## src/rtl/lsrg_pkg.sv

```systemverilog
// ----------------------------------------------------------------------------
// lsrg_pkg
// Shared types and constants of the shuffled Lehmer random generator.
// ----------------------------------------------------------------------------
package lsrg_pkg;

   localparam int VALUE_W = 31;
   localparam int MUL_W   = 15;
   localparam int LPROD_W = VALUE_W + MUL_W;

   localparam logic [MUL_W-1:0]   LCG_MUL = 15'd16807;
   localparam logic [VALUE_W-1:0] LCG_MOD = 31'h7FFF_FFFF;
   localparam logic [VALUE_W-1:0] OUT_MAX = 31'd2147483389;

   // Warm-up steps run beyond the table depth at initialization.
   localparam int WARMUP_EXTRA = 8;
   // Fraction bits of the reciprocal used to find the table slot.
   localparam int RECIP_SHIFT  = 37;

   typedef enum logic [2:0] {
      ST_IDLE,
      ST_INIT_MUL,
      ST_INIT_RED,
      ST_DRAW_MUL,
      ST_DRAW_SLOT,
      ST_DRAW_READ,
      ST_DRAW_DONE
   } lsrg_state_type;

   typedef struct packed {
      logic load_seed;
      logic lcg_mul;
      logic lcg_reduce;
      logic warm_step;
      logic slot_mul;
      logic slot_calc;
      logic table_read;
      logic finish;
   } lsrg_cmd_type;

   typedef struct packed {
      logic need_init;
      logic warm_last;
      logic out_free;
   } lsrg_status_type;

endpackage

```

## src/rtl/lsrg_ctrl.sv

```systemverilog
// ----------------------------------------------------------------------------
// lsrg_ctrl
// Sequencer for warm-up and draws; drives the datapath by command word.
// ----------------------------------------------------------------------------
module lsrg_ctrl (
   input  logic                      clock,
   input  logic                      reset,
   input  logic                      req_valid,
   input  logic                      req_reseed,
   output logic                      req_ready,
   input  lsrg_pkg::lsrg_status_type status,
   output lsrg_pkg::lsrg_cmd_type    cmd
);
   import lsrg_pkg::*;

   lsrg_state_type state_ff;
   lsrg_state_type state_in;

   always_ff @(posedge clock) begin
      if (reset) begin
         state_ff <= ST_IDLE;
      end else begin
         state_ff <= state_in;
      end
   end

   always_comb begin
      state_in  = state_ff;
      cmd       = '0;
      req_ready = 1'b0;
      case (state_ff)
         ST_IDLE: begin
            req_ready = 1'b1;
            if (req_valid) begin
               if (req_reseed || status.need_init) begin
                  cmd.load_seed = 1'b1;
                  state_in      = ST_INIT_MUL;
               end else begin
                  // The first multiplies of the draw overlap the accept cycle.
                  cmd.lcg_mul  = 1'b1;
                  cmd.slot_mul = 1'b1;
                  state_in     = ST_DRAW_SLOT;
               end
            end
         end
         ST_INIT_MUL: begin
            cmd.lcg_mul = 1'b1;
            state_in    = ST_INIT_RED;
         end
         ST_INIT_RED: begin
            cmd.lcg_reduce = 1'b1;
            cmd.warm_step  = 1'b1;
            state_in       = status.warm_last ? ST_DRAW_MUL : ST_INIT_MUL;
         end
         ST_DRAW_MUL: begin
            cmd.lcg_mul  = 1'b1;
            cmd.slot_mul = 1'b1;
            state_in     = ST_DRAW_SLOT;
         end
         ST_DRAW_SLOT: begin
            cmd.lcg_reduce = 1'b1;
            cmd.slot_calc  = 1'b1;
            state_in       = ST_DRAW_READ;
         end
         ST_DRAW_READ: begin
            cmd.table_read = 1'b1;
            state_in       = ST_DRAW_DONE;
         end
         ST_DRAW_DONE: begin
            if (status.out_free) begin
               cmd.finish = 1'b1;
               state_in   = ST_IDLE;
            end
         end
         default: begin
            state_in = ST_IDLE;
         end
      endcase
   end

endmodule

```

## src/rtl/lsrg_datapath.sv

```systemverilog
// ----------------------------------------------------------------------------
// lsrg_datapath
// Lehmer step, slot selection, shuffle table and output word register.
// ----------------------------------------------------------------------------
module lsrg_datapath #(
   parameter int TABLE_DEPTH = 32
) (
   input  logic                         clock,
   input  logic                         reset,
   input  lsrg_pkg::lsrg_cmd_type       cmd,
   output lsrg_pkg::lsrg_status_type    status,
   input  logic                         csr_valid,
   input  logic [lsrg_pkg::VALUE_W-1:0] csr_seed_magnitude,
   output logic                         rsp_valid,
   input  logic                         rsp_ready,
   output logic [lsrg_pkg::VALUE_W-1:0] rsp_uniform_value
);
   import lsrg_pkg::*;

   localparam int SLOT_W     = $clog2(TABLE_DEPTH);
   localparam int WARM_COUNT = TABLE_DEPTH + WARMUP_EXTRA;
   localparam int WARM_W     = $clog2(WARM_COUNT);
   localparam longint unsigned SLOT_DIV = 64'd1 + 64'd2147483646 / 64'(TABLE_DEPTH);
   localparam longint unsigned RECIP    = (64'd1 << RECIP_SHIFT) / SLOT_DIV;
   localparam int RPROD_W    = RECIP_SHIFT + SLOT_W + 1;

   logic [VALUE_W-1:0] seed_ff, seed_in;
   logic [VALUE_W-1:0] lehmer_ff, lehmer_in;
   logic [LPROD_W-1:0] lprod_ff, lprod_in;
   logic [RPROD_W-1:0] rprod_ff, rprod_in;
   logic [SLOT_W-1:0]  slot_ff, slot_in;
   logic [WARM_W-1:0]  warm_ff, warm_in;
   logic [VALUE_W-1:0] last_ff, last_in;
   logic [VALUE_W-1:0] rdata_ff;
   logic               rsp_valid_ff, rsp_valid_in;
   logic [VALUE_W-1:0] rsp_value_ff, rsp_value_in;

   logic [VALUE_W-1:0] table_mem [TABLE_DEPTH];

   logic [VALUE_W:0]   lsum;
   logic [VALUE_W-1:0] lcg_red;
   logic [VALUE_W-1:0] seed_fix;
   logic [SLOT_W-1:0]  q_est;
   logic [VALUE_W-1:0] qk;
   logic [VALUE_W-1:0] rem;
   logic [SLOT_W:0]    slot_sum;
   logic               warm_in_table;
   logic               tbl_we;
   logic [SLOT_W-1:0]  tbl_waddr;
   logic [VALUE_W-1:0] tbl_wdata;

   // 2^31 = 1 mod (2^31 - 1), so the high part folds onto the low part.
   assign lsum    = {1'b0, lprod_ff[VALUE_W-1:0]} + (VALUE_W+1)'(lprod_ff[LPROD_W-1:VALUE_W]);
   assign lcg_red = (lsum >= {1'b0, LCG_MOD}) ? VALUE_W'(lsum - {1'b0, LCG_MOD})
                                              : lsum[VALUE_W-1:0];

   // Both zero and the modulus itself would leave the generator stuck at zero.
   assign seed_fix = (seed_ff == '0 || seed_ff == LCG_MOD) ? VALUE_W'(1) : seed_ff;

   // The reciprocal estimate is low by at most one; one compare corrects it.
   assign q_est    = rprod_ff[RECIP_SHIFT +: SLOT_W];
   assign qk       = VALUE_W'(q_est) * VALUE_W'(SLOT_DIV);
   assign rem      = last_ff - qk;
   assign slot_sum = {1'b0, q_est} + (SLOT_W+1)'(rem >= VALUE_W'(SLOT_DIV));

   assign warm_in_table = (warm_ff < WARM_W'(TABLE_DEPTH));

   assign tbl_we    = (cmd.warm_step && warm_in_table) || cmd.finish;
   assign tbl_waddr = cmd.finish ? slot_ff : warm_ff[SLOT_W-1:0];
   assign tbl_wdata = cmd.finish ? lehmer_ff : lcg_red;

   always_comb begin
      seed_in      = csr_valid ? csr_seed_magnitude : seed_ff;
      lehmer_in    = lehmer_ff;
      lprod_in     = lprod_ff;
      rprod_in     = rprod_ff;
      slot_in      = slot_ff;
      warm_in      = warm_ff;
      last_in      = last_ff;
      rsp_valid_in = rsp_valid_ff && !rsp_ready;
      rsp_value_in = rsp_value_ff;

      if (cmd.load_seed) begin
         lehmer_in = seed_fix;
         warm_in   = WARM_W'(WARM_COUNT - 1);
      end
      if (cmd.lcg_mul) begin
         lprod_in = LPROD_W'(lehmer_ff) * LPROD_W'(LCG_MUL);
      end
      if (cmd.lcg_reduce) begin
         lehmer_in = lcg_red;
      end
      if (cmd.warm_step) begin
         if (warm_ff == '0) begin
            last_in = lcg_red;
         end else begin
            warm_in = warm_ff - WARM_W'(1);
         end
      end
      if (cmd.slot_mul) begin
         rprod_in = RPROD_W'(last_ff) * RPROD_W'(RECIP);
      end
      if (cmd.slot_calc) begin
         slot_in = (slot_sum >= (SLOT_W+1)'(TABLE_DEPTH)) ? '0 : slot_sum[SLOT_W-1:0];
      end
      if (cmd.finish) begin
         last_in      = rdata_ff;
         rsp_valid_in = 1'b1;
         rsp_value_in = (rdata_ff > OUT_MAX) ? OUT_MAX : rdata_ff;
      end
   end

   always_ff @(posedge clock) begin
      if (reset) begin
         seed_ff      <= VALUE_W'(1);
         lehmer_ff    <= VALUE_W'(1);
         last_ff      <= '0;
         rsp_valid_ff <= 1'b0;
      end else begin
         seed_ff      <= seed_in;
         lehmer_ff    <= lehmer_in;
         last_ff      <= last_in;
         rsp_valid_ff <= rsp_valid_in;
      end
      lprod_ff     <= lprod_in;
      rprod_ff     <= rprod_in;
      slot_ff      <= slot_in;
      warm_ff      <= warm_in;
      rsp_value_ff <= rsp_value_in;
   end

   always_ff @(posedge clock) begin
      if (tbl_we) begin
         table_mem[tbl_waddr] <= tbl_wdata;
      end
      if (cmd.table_read) begin
         rdata_ff <= table_mem[slot_ff];
      end
   end

   assign status.need_init = (last_ff == '0);
   assign status.warm_last = (warm_ff == '0);
   assign status.out_free  = !rsp_valid_ff || rsp_ready;

   assign rsp_valid         = rsp_valid_ff;
   assign rsp_uniform_value = rsp_value_ff;

`ifndef NO_ASSERTIONS
   a_lehmer_in_range: assert property (@(posedge clock) disable iff (reset)
      lehmer_ff != '0 && lehmer_ff != LCG_MOD)
      else $error("Lehmer state left the range 1 to modulus minus one");

   a_init_sets_last: assert property (@(posedge clock) disable iff (reset)
      cmd.warm_step && warm_ff == '0 |=> last_ff != '0)
      else $error("Initialization ended with a zero output latch");

   a_finish_free: assert property (@(posedge clock) disable iff (reset)
      cmd.finish |-> !rsp_valid_ff || rsp_ready)
      else $error("Output word overwritten before it was taken");

   a_value_saturated: assert property (@(posedge clock) disable iff (reset)
      rsp_valid_ff |-> rsp_value_ff <= OUT_MAX)
      else $error("Output word above the saturation limit");

   a_slot_estimate: assert property (@(posedge clock) disable iff (reset)
      cmd.slot_calc |-> {1'b0, rem} < (VALUE_W+1)'(2 * SLOT_DIV))
      else $error("Slot reciprocal estimate is off by more than one");
`endif

endmodule

```

## src/rtl/lehmer_shuffle_random_generator.sv

```systemverilog
// ----------------------------------------------------------------------------
// lehmer_shuffle_random_generator
// Minimal-standard Lehmer generator (16807 mod 2^31-1) behind a shuffle table.
//
// Each word accepted on the req_ channel yields one word on the rsp_ channel:
// a 31-bit fraction of 2^31-1, saturated at 2147483389. req_reseed set forces
// a fresh start from the seed register before the draw. csr_ writes the seed
// register; the port is always ready, and the user must write it only while idle,
// as the block itself has no guard for it. A plain draw runs the Lehmer
// multiply, the slot reduction, the registered table read and the output
// handover in that order, and the block takes no new request until the
// handover of the last one. The first request after reset, or a reseed,
// first runs the warm-up Lehmer steps, each a multiply then a reduce through
// the Lehmer multiplier, and its draw then starts with its own multiply, since
// that multiply no longer overlaps the accept.
// Reset clears the output latch, so the next request initializes; the table
// needs no clearing pass. When the receiver stalls, the finished word waits
// in the output register; one more request is accepted and drawn, then waits
// in its last step, and further requests are held off until the waiting word
// is taken.
// ----------------------------------------------------------------------------
module lehmer_shuffle_random_generator #(
   parameter int TABLE_DEPTH = 32
) (
   input  logic                         clock,
   input  logic                         reset,
   input  logic                         req_valid,
   output logic                         req_ready,
   input  logic                         req_reseed,
   output logic                         rsp_valid,
   input  logic                         rsp_ready,
   output logic [lsrg_pkg::VALUE_W-1:0] rsp_uniform_value,
   input  logic                         csr_valid,
   output logic                         csr_ready,
   input  logic [lsrg_pkg::VALUE_W-1:0] csr_seed_magnitude
);
   import lsrg_pkg::*;

   lsrg_cmd_type    cmd;
   lsrg_status_type status;

   assign csr_ready = 1'b1;

   lsrg_ctrl u_ctrl (
      .clock      (clock),
      .reset      (reset),
      .req_valid  (req_valid),
      .req_reseed (req_reseed),
      .req_ready  (req_ready),
      .status     (status),
      .cmd        (cmd)
   );

   lsrg_datapath #(
      .TABLE_DEPTH (TABLE_DEPTH)
   ) u_datapath (
      .clock              (clock),
      .reset              (reset),
      .cmd                (cmd),
      .status             (status),
      .csr_valid          (csr_valid),
      .csr_seed_magnitude (csr_seed_magnitude),
      .rsp_valid          (rsp_valid),
      .rsp_ready          (rsp_ready),
      .rsp_uniform_value  (rsp_uniform_value)
   );

endmodule

```

## config.mk

```make
export PLATFORM = sky130hd
export DESIGN_NAME = lehmer_shuffle_random_generator
export DESIGN_NICKNAME = d
export VERILOG_FILES = /design/src/rtl/lsrg_pkg.sv /design/src/rtl/lsrg_ctrl.sv /design/src/rtl/lsrg_datapath.sv /design/src/rtl/lehmer_shuffle_random_generator.sv
export SDC_FILE = /design/constraint.sdc
export NUM_CORES = 2
export LEC_CHECK = 0
export ABC_AREA = 1
export BUFFER_PORTS_ARGS = -buffer_cell sky130_fd_sc_hd__buf_4
export CAP_MARGIN = 10
export CORE_MARGIN = 5
export CORE_UTILIZATION = 60
export CTS_CLUSTER_DIAMETER = 150
export DETAILED_ROUTE_END_ITERATION = 10
export GPL_ROUTABILITY_DRIVEN = 1
export HOLD_SLACK_MARGIN = 0.05
export PLACE_DENSITY = 0.8
export RECOVER_POWER = 50
export SETUP_SLACK_MARGIN = 0.15
export SKIP_LAST_GASP = 1
export SLEW_MARGIN = 20
export SYNTH_ARGS = -nofsm -noshare
export SYNTH_HDL_FRONTEND = slang
export SYNTH_SLANG_ARGS = --single-unit
```

## constraint.sdc

```tcl
create_clock -name clock -period 8.56 [get_ports clock]
set_input_delay 2.568 -clock clock [delete_from_list [all_inputs] [get_ports clock]]
set_output_delay 2.568 -clock clock [all_outputs]
set_load 0.02 [all_outputs]
```

# Word level (Yosys, flattened, before mapping)
# Memory sizes are Yosys's and may differ from the RTL's. A register that Yosys moved wholly into a read port is not among the register bits.
# Cells that the tools add are included.
# totals
register_bits	216
mem_bits_rw	992
in_bits	37
word_cells	84
memories	1
# memory_table
name	words	width	rd	rd_ports_with_merged_regs	wr	line	text
u_datapath.table_mem	32	31	1	1	1	lsrg_datapath.sv:38	logic [VALUE_W-1:0] table_mem [TABLE_DEPTH];
# classes
n_addsub	5
multipliers	1
order_cmp	5
eq_ne	9
n_mux	34
n_reduce_logical	19
# ops
cell	n
$mux W31	8
$logic_not A31 Y1	2
$mul A31 B15 Y46 const B	1
$add A31 B15 Y32	1
$ge A32 B31 Y1 const B	1
$eq A31 B31 Y1 const B	1
$ge A31 B27 Y1 const B	1
$gt A31 B31 Y1 const B	1
$sub A31 B31 Y31	1
$sub A31 B31 Y31 const B	1
$pmux W3 S7	1
$mux W6	3
$mux W1	14
$eq A3 B3 Y1 const B	3
$mux W3	3
$add A5 B1 Y6	1
$eq A3 B2 Y1 const B	2
$ge A6 B6 Y1 const B	1
$logic_not A6 Y1	1
$lt A6 B6 Y1 const B	1
$reduce_bool A2 Y1	3
$sub A6 B1 Y6 const B	1
$mux W5	1
$logic_or A1 B1 Y1	4
9 further kinds	16

# Longest topological paths before layout
# depth
word_depth	8
depth_mapped	27
ltp_nobuf	27

# By module
# From an unflattened synthesis, not the netlist that was laid out.
# hier_totals
cells_unflattened	5219
hier_area_um2	58104.5
# by_module_without_submodules
mod	n_inst	cells_per_inst	area_each_um2
lsrg_datapath	1	5174	57843.0
lsrg_ctrl	1	43	250.2
lehmer_shuffle_random_generator	1	2	11.3

# Worst setup path before layout
# OpenSTA, ideal clock, no wires.
# synth_path
kind	register -> register
start	register u_datapath.lehmer_ff[9]
end	register u_datapath.lprod_ff[24], data pin
setup_time_ps	259
t_arrival_ps	5216
t_required_ps	8301
slack_ps	3085
path_stages_with_launch	24
path_cell_list	dfxtp_1 -> inv_1 -> fa_1 -> inv_1 -> ha_1 -> inv_1 -> fa_1 -> inv_1 -> ha_1 -> fa_1 -> inv_1 -> fa_1 -> inv_1 -> ha_1 -> nand2_1 -> nor2_1 -> inv_1 -> o21ai_0 -> a21oi_1 -> o21bai_1 -> a21oi_1 -> o21ai_0 -> a21oi_1 -> xnor2_1
# synth_between
elab_chain_cells	1
# synth_lines
item	line	text
start: declaration	lsrg_datapath.sv:28	logic [VALUE_W-1:0] lehmer_ff, lehmer_in;
start signal: assignment	lsrg_datapath.sv:121	lehmer_ff <= lehmer_in;
$mul A31 B15 Y46	lsrg_datapath.sv:88	lprod_in = LPROD_W'(lehmer_ff) * LPROD_W'(LCG_MUL);
end signal: assignment	lsrg_datapath.sv:125	lprod_ff <= lprod_in;
end: declaration	lsrg_datapath.sv:29	logic [LPROD_W-1:0] lprod_ff, lprod_in;
# No other way between the ends.
# A chain may end at the register's enable or synchronous reset.

# Final worst setup path
# layout_path
start	input rsp_ready
end	memory u_datapath.table_mem[5][28], data pin
# layout_between
elab_chain_cells	4
# layout_lines
item	line	text
start: declaration	lehmer_shuffle_random_generator.sv:31	input logic rsp_ready,
$logic_or A1 B1 Y1	lsrg_datapath.sv:143	assign status.out_free = !rsp_valid_ff || rsp_ready;
$mux W1	lsrg_ctrl.sv:70	if (status.out_free) begin
$mux W1	lsrg_ctrl.sv:31	case (state_ff)
$mux W31	lsrg_datapath.sv:70	assign tbl_wdata = cmd.finish ? lehmer_ff : lcg_red;
net u_datapath.tbl_wdata[28]	lsrg_datapath.sv:50	logic [VALUE_W-1:0] tbl_wdata;
end: declaration	lsrg_datapath.sv:38	
# The timed path passes the listed nets, and every way through them passes these cells.

==> results.txt <==
- Violated checks: capacitance limit, slew limit
- Routed vias: 41969
- Antenna-violating nets left: 0
- Worst-margin pin slew: 3.60 ns
- The die covers 102000 µm².
- For this run, design rule violations remaining after detail routing come to 0.
* Static leakage: 23.0 nW
- Post-synthesis mux area share: 0
* Port-buffer cells: 69
- Upper clock frequency limit: 134 MHz
- The worst pin sits at a relative slew slack of -1.40.
- By area, the combinational part of the netlist is dominated by compound AO/OA/AOI/OAI gates.
- Minimum setup slack after placement: 2.39 ns
* Number of fill cells in the layout: 6740
- Final critical-path required period: 7.45 ns
- From bottom edge to top edge, the die measures 319 µm.
* Post-synthesis average cell area: 11.3 µm²
* Highest fanout seen on the critical path: 76
- STA classifies the critical path startpoint as an input pin.
- After detailed routing, the average wire length per cell comes to 26.8 µm.
- The clock net in this run drives a total of 1213 sinks.
- The first global-routing pass estimated 251000 µm of wire.
- Critical Setup Path Class: input pin to flip-flop
- Clock transition at the register clock pins on the worst setup and hold paths after CTS: 0.06 ns
- Synthesis produced a netlist with a net count of 5453.
- In this run the cell area of the synthesized design comes to 57500 µm².
- Adder and majority cell fraction of the synthesized area: 0.0928
- TritonCTS built the clock tree.
- Post-Route Utilization: 0.663
- Predominant post-synthesis flop cell: sky130_fd_sc_hd__edfxtp_1
* Setup repair after global routing missed its margin: false
- Initial Util: 0.605
- After clock tree synthesis, the setup repair step added 0 buffers.
- Final weighted congestion in routability-driven placement: 1.01
- DR vias/cell: 6.54
* Crit. End Element: flip-flop
* Syn. warnings: 0
- The core region is 95000 µm².
* Number of nets in the layout: 5421
* Area growth syn-to-layout: 9.61%
- The number of placed instances, taps included, is 6178.
* IO Pins: 71
- Final Hold Violating Endpoints: 0
- Total Routing Usage GR: 0.326
- Die Wd: 319 µm
- Row generation in the floorplan step produced 113 rows.
* Total detailed-routing wirelength: 172000 µm
* Share of the yosys chip area belonging to registers: 0.616
- Clock latency at the later pin of the worst-skew pair: 0.75 ns
* Post-CTS Resized: 0
- Async set-or-reset flop fraction in the synthesized netlist: 0
* Fraction of layout instances using a drive strength above 1: 0.0650
* Congestion Overflow GR: 0
- Placed wire-length estimate: 110000 µm
- Library cells used by synthesis: 54
* Worst EP arrival: 7.49 ns
- Largest clock skew in the final design: 0.0706 ns
* Share of synthesized cell area in and, or, nand and nor gates: 0.110
- Pre-Repair DR Iteration Count: 9
* Fin worst setup slack: 1.11 ns
* Data required time at the worst endpoint: 8.60 ns
- Complex-gate fraction of the synthesized area: 0.122
- For this design, the CTS-stage hold fixing added 0 buffers.
* Total power density per cell area: 338 nW/µm²
* Number of instances in the synthesized netlist: 5071
- Dividing the final minimum period by the clock period gives 0.870.
* Number of standard cells in the layout, taps in and fillers out: 6414
* Peak supply drop: 0.241 mV
* Iteration-0 DRC count of the detailed router: 7178
* Cts bufs inserted: 114
* Max Cap Violations: 37
- Of the total synthesized cell area, the portion taken by XOR and XNOR cells is 0.0103.
* Buffers from clock root to sink, at most: 3
- After routing, the total negative slack on setup checks comes to 0 ns.
* Count of final setup violators: 0
- Antenna violations before repair: 16
* H-tree levels: 3
- The synthesized design contains 1213 register bits.
- Status: complete, but fails checks
* Worst min-delay path category: flip-flop to flip-flop
- Number of enable flip-flop cells after synthesis: 1110
* Maximum number of pins on one net before global-route repair: 192
- The count of pins over their slew limit was 1240.
* Number of global-route vias before repair: 39557
- Root Buffer Master: sky130_fd_sc_hd__clkbuf_16
## cell families (layout without fill, tap and decap cells)
family          after synthesis  count (layout)
flops                      1213            1213
fa+ha+maj                   345             345
compound gates             1181            1181
xor+xnor                     66              66
simple gates               1527            1527
buf+inv                     738             808
other cells                   1               9
## area by class of cell
class                   instances  area, µm²  area share
diodes                          8       20.0    0.000318
repair buffers                139       1110      0.0177
clock buffers                 150       3050      0.0484
clock inverters                68        593     0.00942
inverters                     451       1710      0.0271
multi-input cells            3120      19500       0.310
flip-flops and latches       1213      35400       0.562
well taps                    1265       1580      0.0251
## worst max-delay path, cell delays in order
cell and delay, ns:
sky130_fd_sc_hd__clkbuf_4 0.10, sky130_fd_sc_hd__nor2_1 0.04, sky130_fd_sc_hd__nor2_1 0.28, sky130_fd_sc_hd__clkbuf_1 2.57, sky130_fd_sc_hd__nor2_1 0.60, sky130_fd_sc_hd__o21bai_1 1.27
## per-stage QoR
stage               hold slack, ns  instance area [µm²]  total power [W]
finish                       0.512                63000           0.0213
global route                 0.524                63000           0.0222
CTS                          0.498                63300           0.0211
detailed placement           0.476                59600           0.0162
global placement             0.450                59500           0.0161
floorplan                    0.438                57500           0.0131
## sequential cells by signal, indices dropped and copies added (netlist names)
register and flops:
u_datapath.table_mem 992, u_datapath.lprod_ff 46, u_datapath.last_ff 31, u_datapath.lehmer_ff 31, u_datapath.rdata_ff 31, u_datapath.rsp_uniform_value 31
u_datapath.seed_ff 31, u_datapath.warm_ff 6, u_datapath.rprod_ff 5, u_datapath.slot_ff 5, u_ctrl.state_ff 3, u_datapath.rsp_valid 1
## synth_stat cells (all sizes together), types with 3 or more instances
cell	n	area, µm²
nor3	19	115
o21bai	12	90.1
o21a	4	30.0
a22oi	31	233
a31oi	42	263
nor2	798	3020
fa	135	2700
o221ai	177	1550
nand3	182	928
a32oi	27	236
inv	446	1670
o22ai	75	469
o21ai	646	3230
dfxtp	103	2060
xor2	52	470
buf	23	114
o211ai	3	22.5
nand2	448	1760
ha	210	2630
nand4	31	200
edfxtp	1110	33300
clkinv	5	18.8
nand3b	12	90.1
a21boi	4	30.0
a21oi	148	741
clkbuf	264	991
a21o	8	60.1
xnor2	14	123
or2	7	43.8
nor4	21	131
## path summary, 6_finish.rpt
check,endpoint,depth (start not counted),slack (ns),start
hold / removal,u_datapath.rsp_uniform_value[27],0,0.51,u_datapath.rdata_ff[27]
hold reg to reg,u_datapath.rsp_uniform_value[27],0,0.51,u_datapath.rdata_ff[27]
setup reg to reg,u_datapath.table_mem[17][17],18,1.34,u_datapath.lprod_ff[0]
setup / recovery,u_datapath.table_mem[5][28],6,1.11,rsp_ready
## where the power goes
| part | leakage, nW | switching (W) | internal (W) |
|---|---|---|---|
| Clock | 1.77 | 0.00228 | 0.00268 |
| Combinational | 10.4 | 0.00588 | 0.00202 |
| Sequential | 10.8 | 0.000178 | 0.00822 |
| Total | 23.0 | 0.00834 | 0.0129 |
## layer usage
| metal | global-route usage | share of wire | vias to the layer above |
|---|---|---|---|
| met5 | 0 | 0.00044 | - |
| met4 | 0.137 | 0.050 | 12 |
| met3 | 0.113 | 0.16 | 524 |
| met2 | 0.467 | 0.43 | 3209 |
| met1 | 0.460 | 0.37 | 20214 |
| li1 | - | - | 18010 |
## placed cells by master, fill, tap and decap left out, types with 6 or more instances in the layout
| cell type | count |
|---|---|
| sky130_fd_sc_hd__edfxtp_1 | 1110 |
| sky130_fd_sc_hd__nor2_1 | 759 |
| sky130_fd_sc_hd__o21ai_0 | 637 |
| sky130_fd_sc_hd__inv_1 | 438 |
| sky130_fd_sc_hd__nand2_1 | 431 |
| sky130_fd_sc_hd__ha_1 | 210 |
| sky130_fd_sc_hd__nand3_1 | 181 |
| sky130_fd_sc_hd__o221ai_1 | 177 |
| sky130_fd_sc_hd__a21oi_1 | 147 |
| sky130_fd_sc_hd__fa_1 | 135 |
| sky130_fd_sc_hd__clkbuf_16 | 115 |
| sky130_fd_sc_hd__dfxtp_1 | 103 |
| sky130_fd_sc_hd__clkbuf_1 | 84 |
| sky130_fd_sc_hd__o22ai_1 | 75 |
| sky130_fd_sc_hd__buf_4 | 62 |
| sky130_fd_sc_hd__xor2_1 | 50 |
| sky130_fd_sc_hd__a31oi_1 | 42 |
| sky130_fd_sc_hd__nor2_4 | 35 |
| sky130_fd_sc_hd__clkinv_1 | 31 |
| sky130_fd_sc_hd__a22oi_1 | 31 |
| sky130_fd_sc_hd__nand4_1 | 30 |
| sky130_fd_sc_hd__a32oi_1 | 27 |
| sky130_fd_sc_hd__nor4_1 | 21 |
| sky130_fd_sc_hd__buf_12 | 20 |
| sky130_fd_sc_hd__clkinv_2 | 19 |
| sky130_fd_sc_hd__nand2_2 | 17 |
| sky130_fd_sc_hd__nor3_1 | 15 |
| sky130_fd_sc_hd__xnor2_1 | 14 |
| sky130_fd_sc_hd__nand3b_1 | 12 |
| sky130_fd_sc_hd__o21bai_1 | 9 |
| sky130_fd_sc_hd__diode_2 | 8 |
| sky130_fd_sc_hd__a21o_1 | 8 |
| sky130_fd_sc_hd__or2_2 | 7 |
| sky130_fd_sc_hd__inv_2 | 6 |
| sky130_fd_sc_hd__o21ai_1 | 6 |
Note: power is estimated with default switching activity, not from simulation.
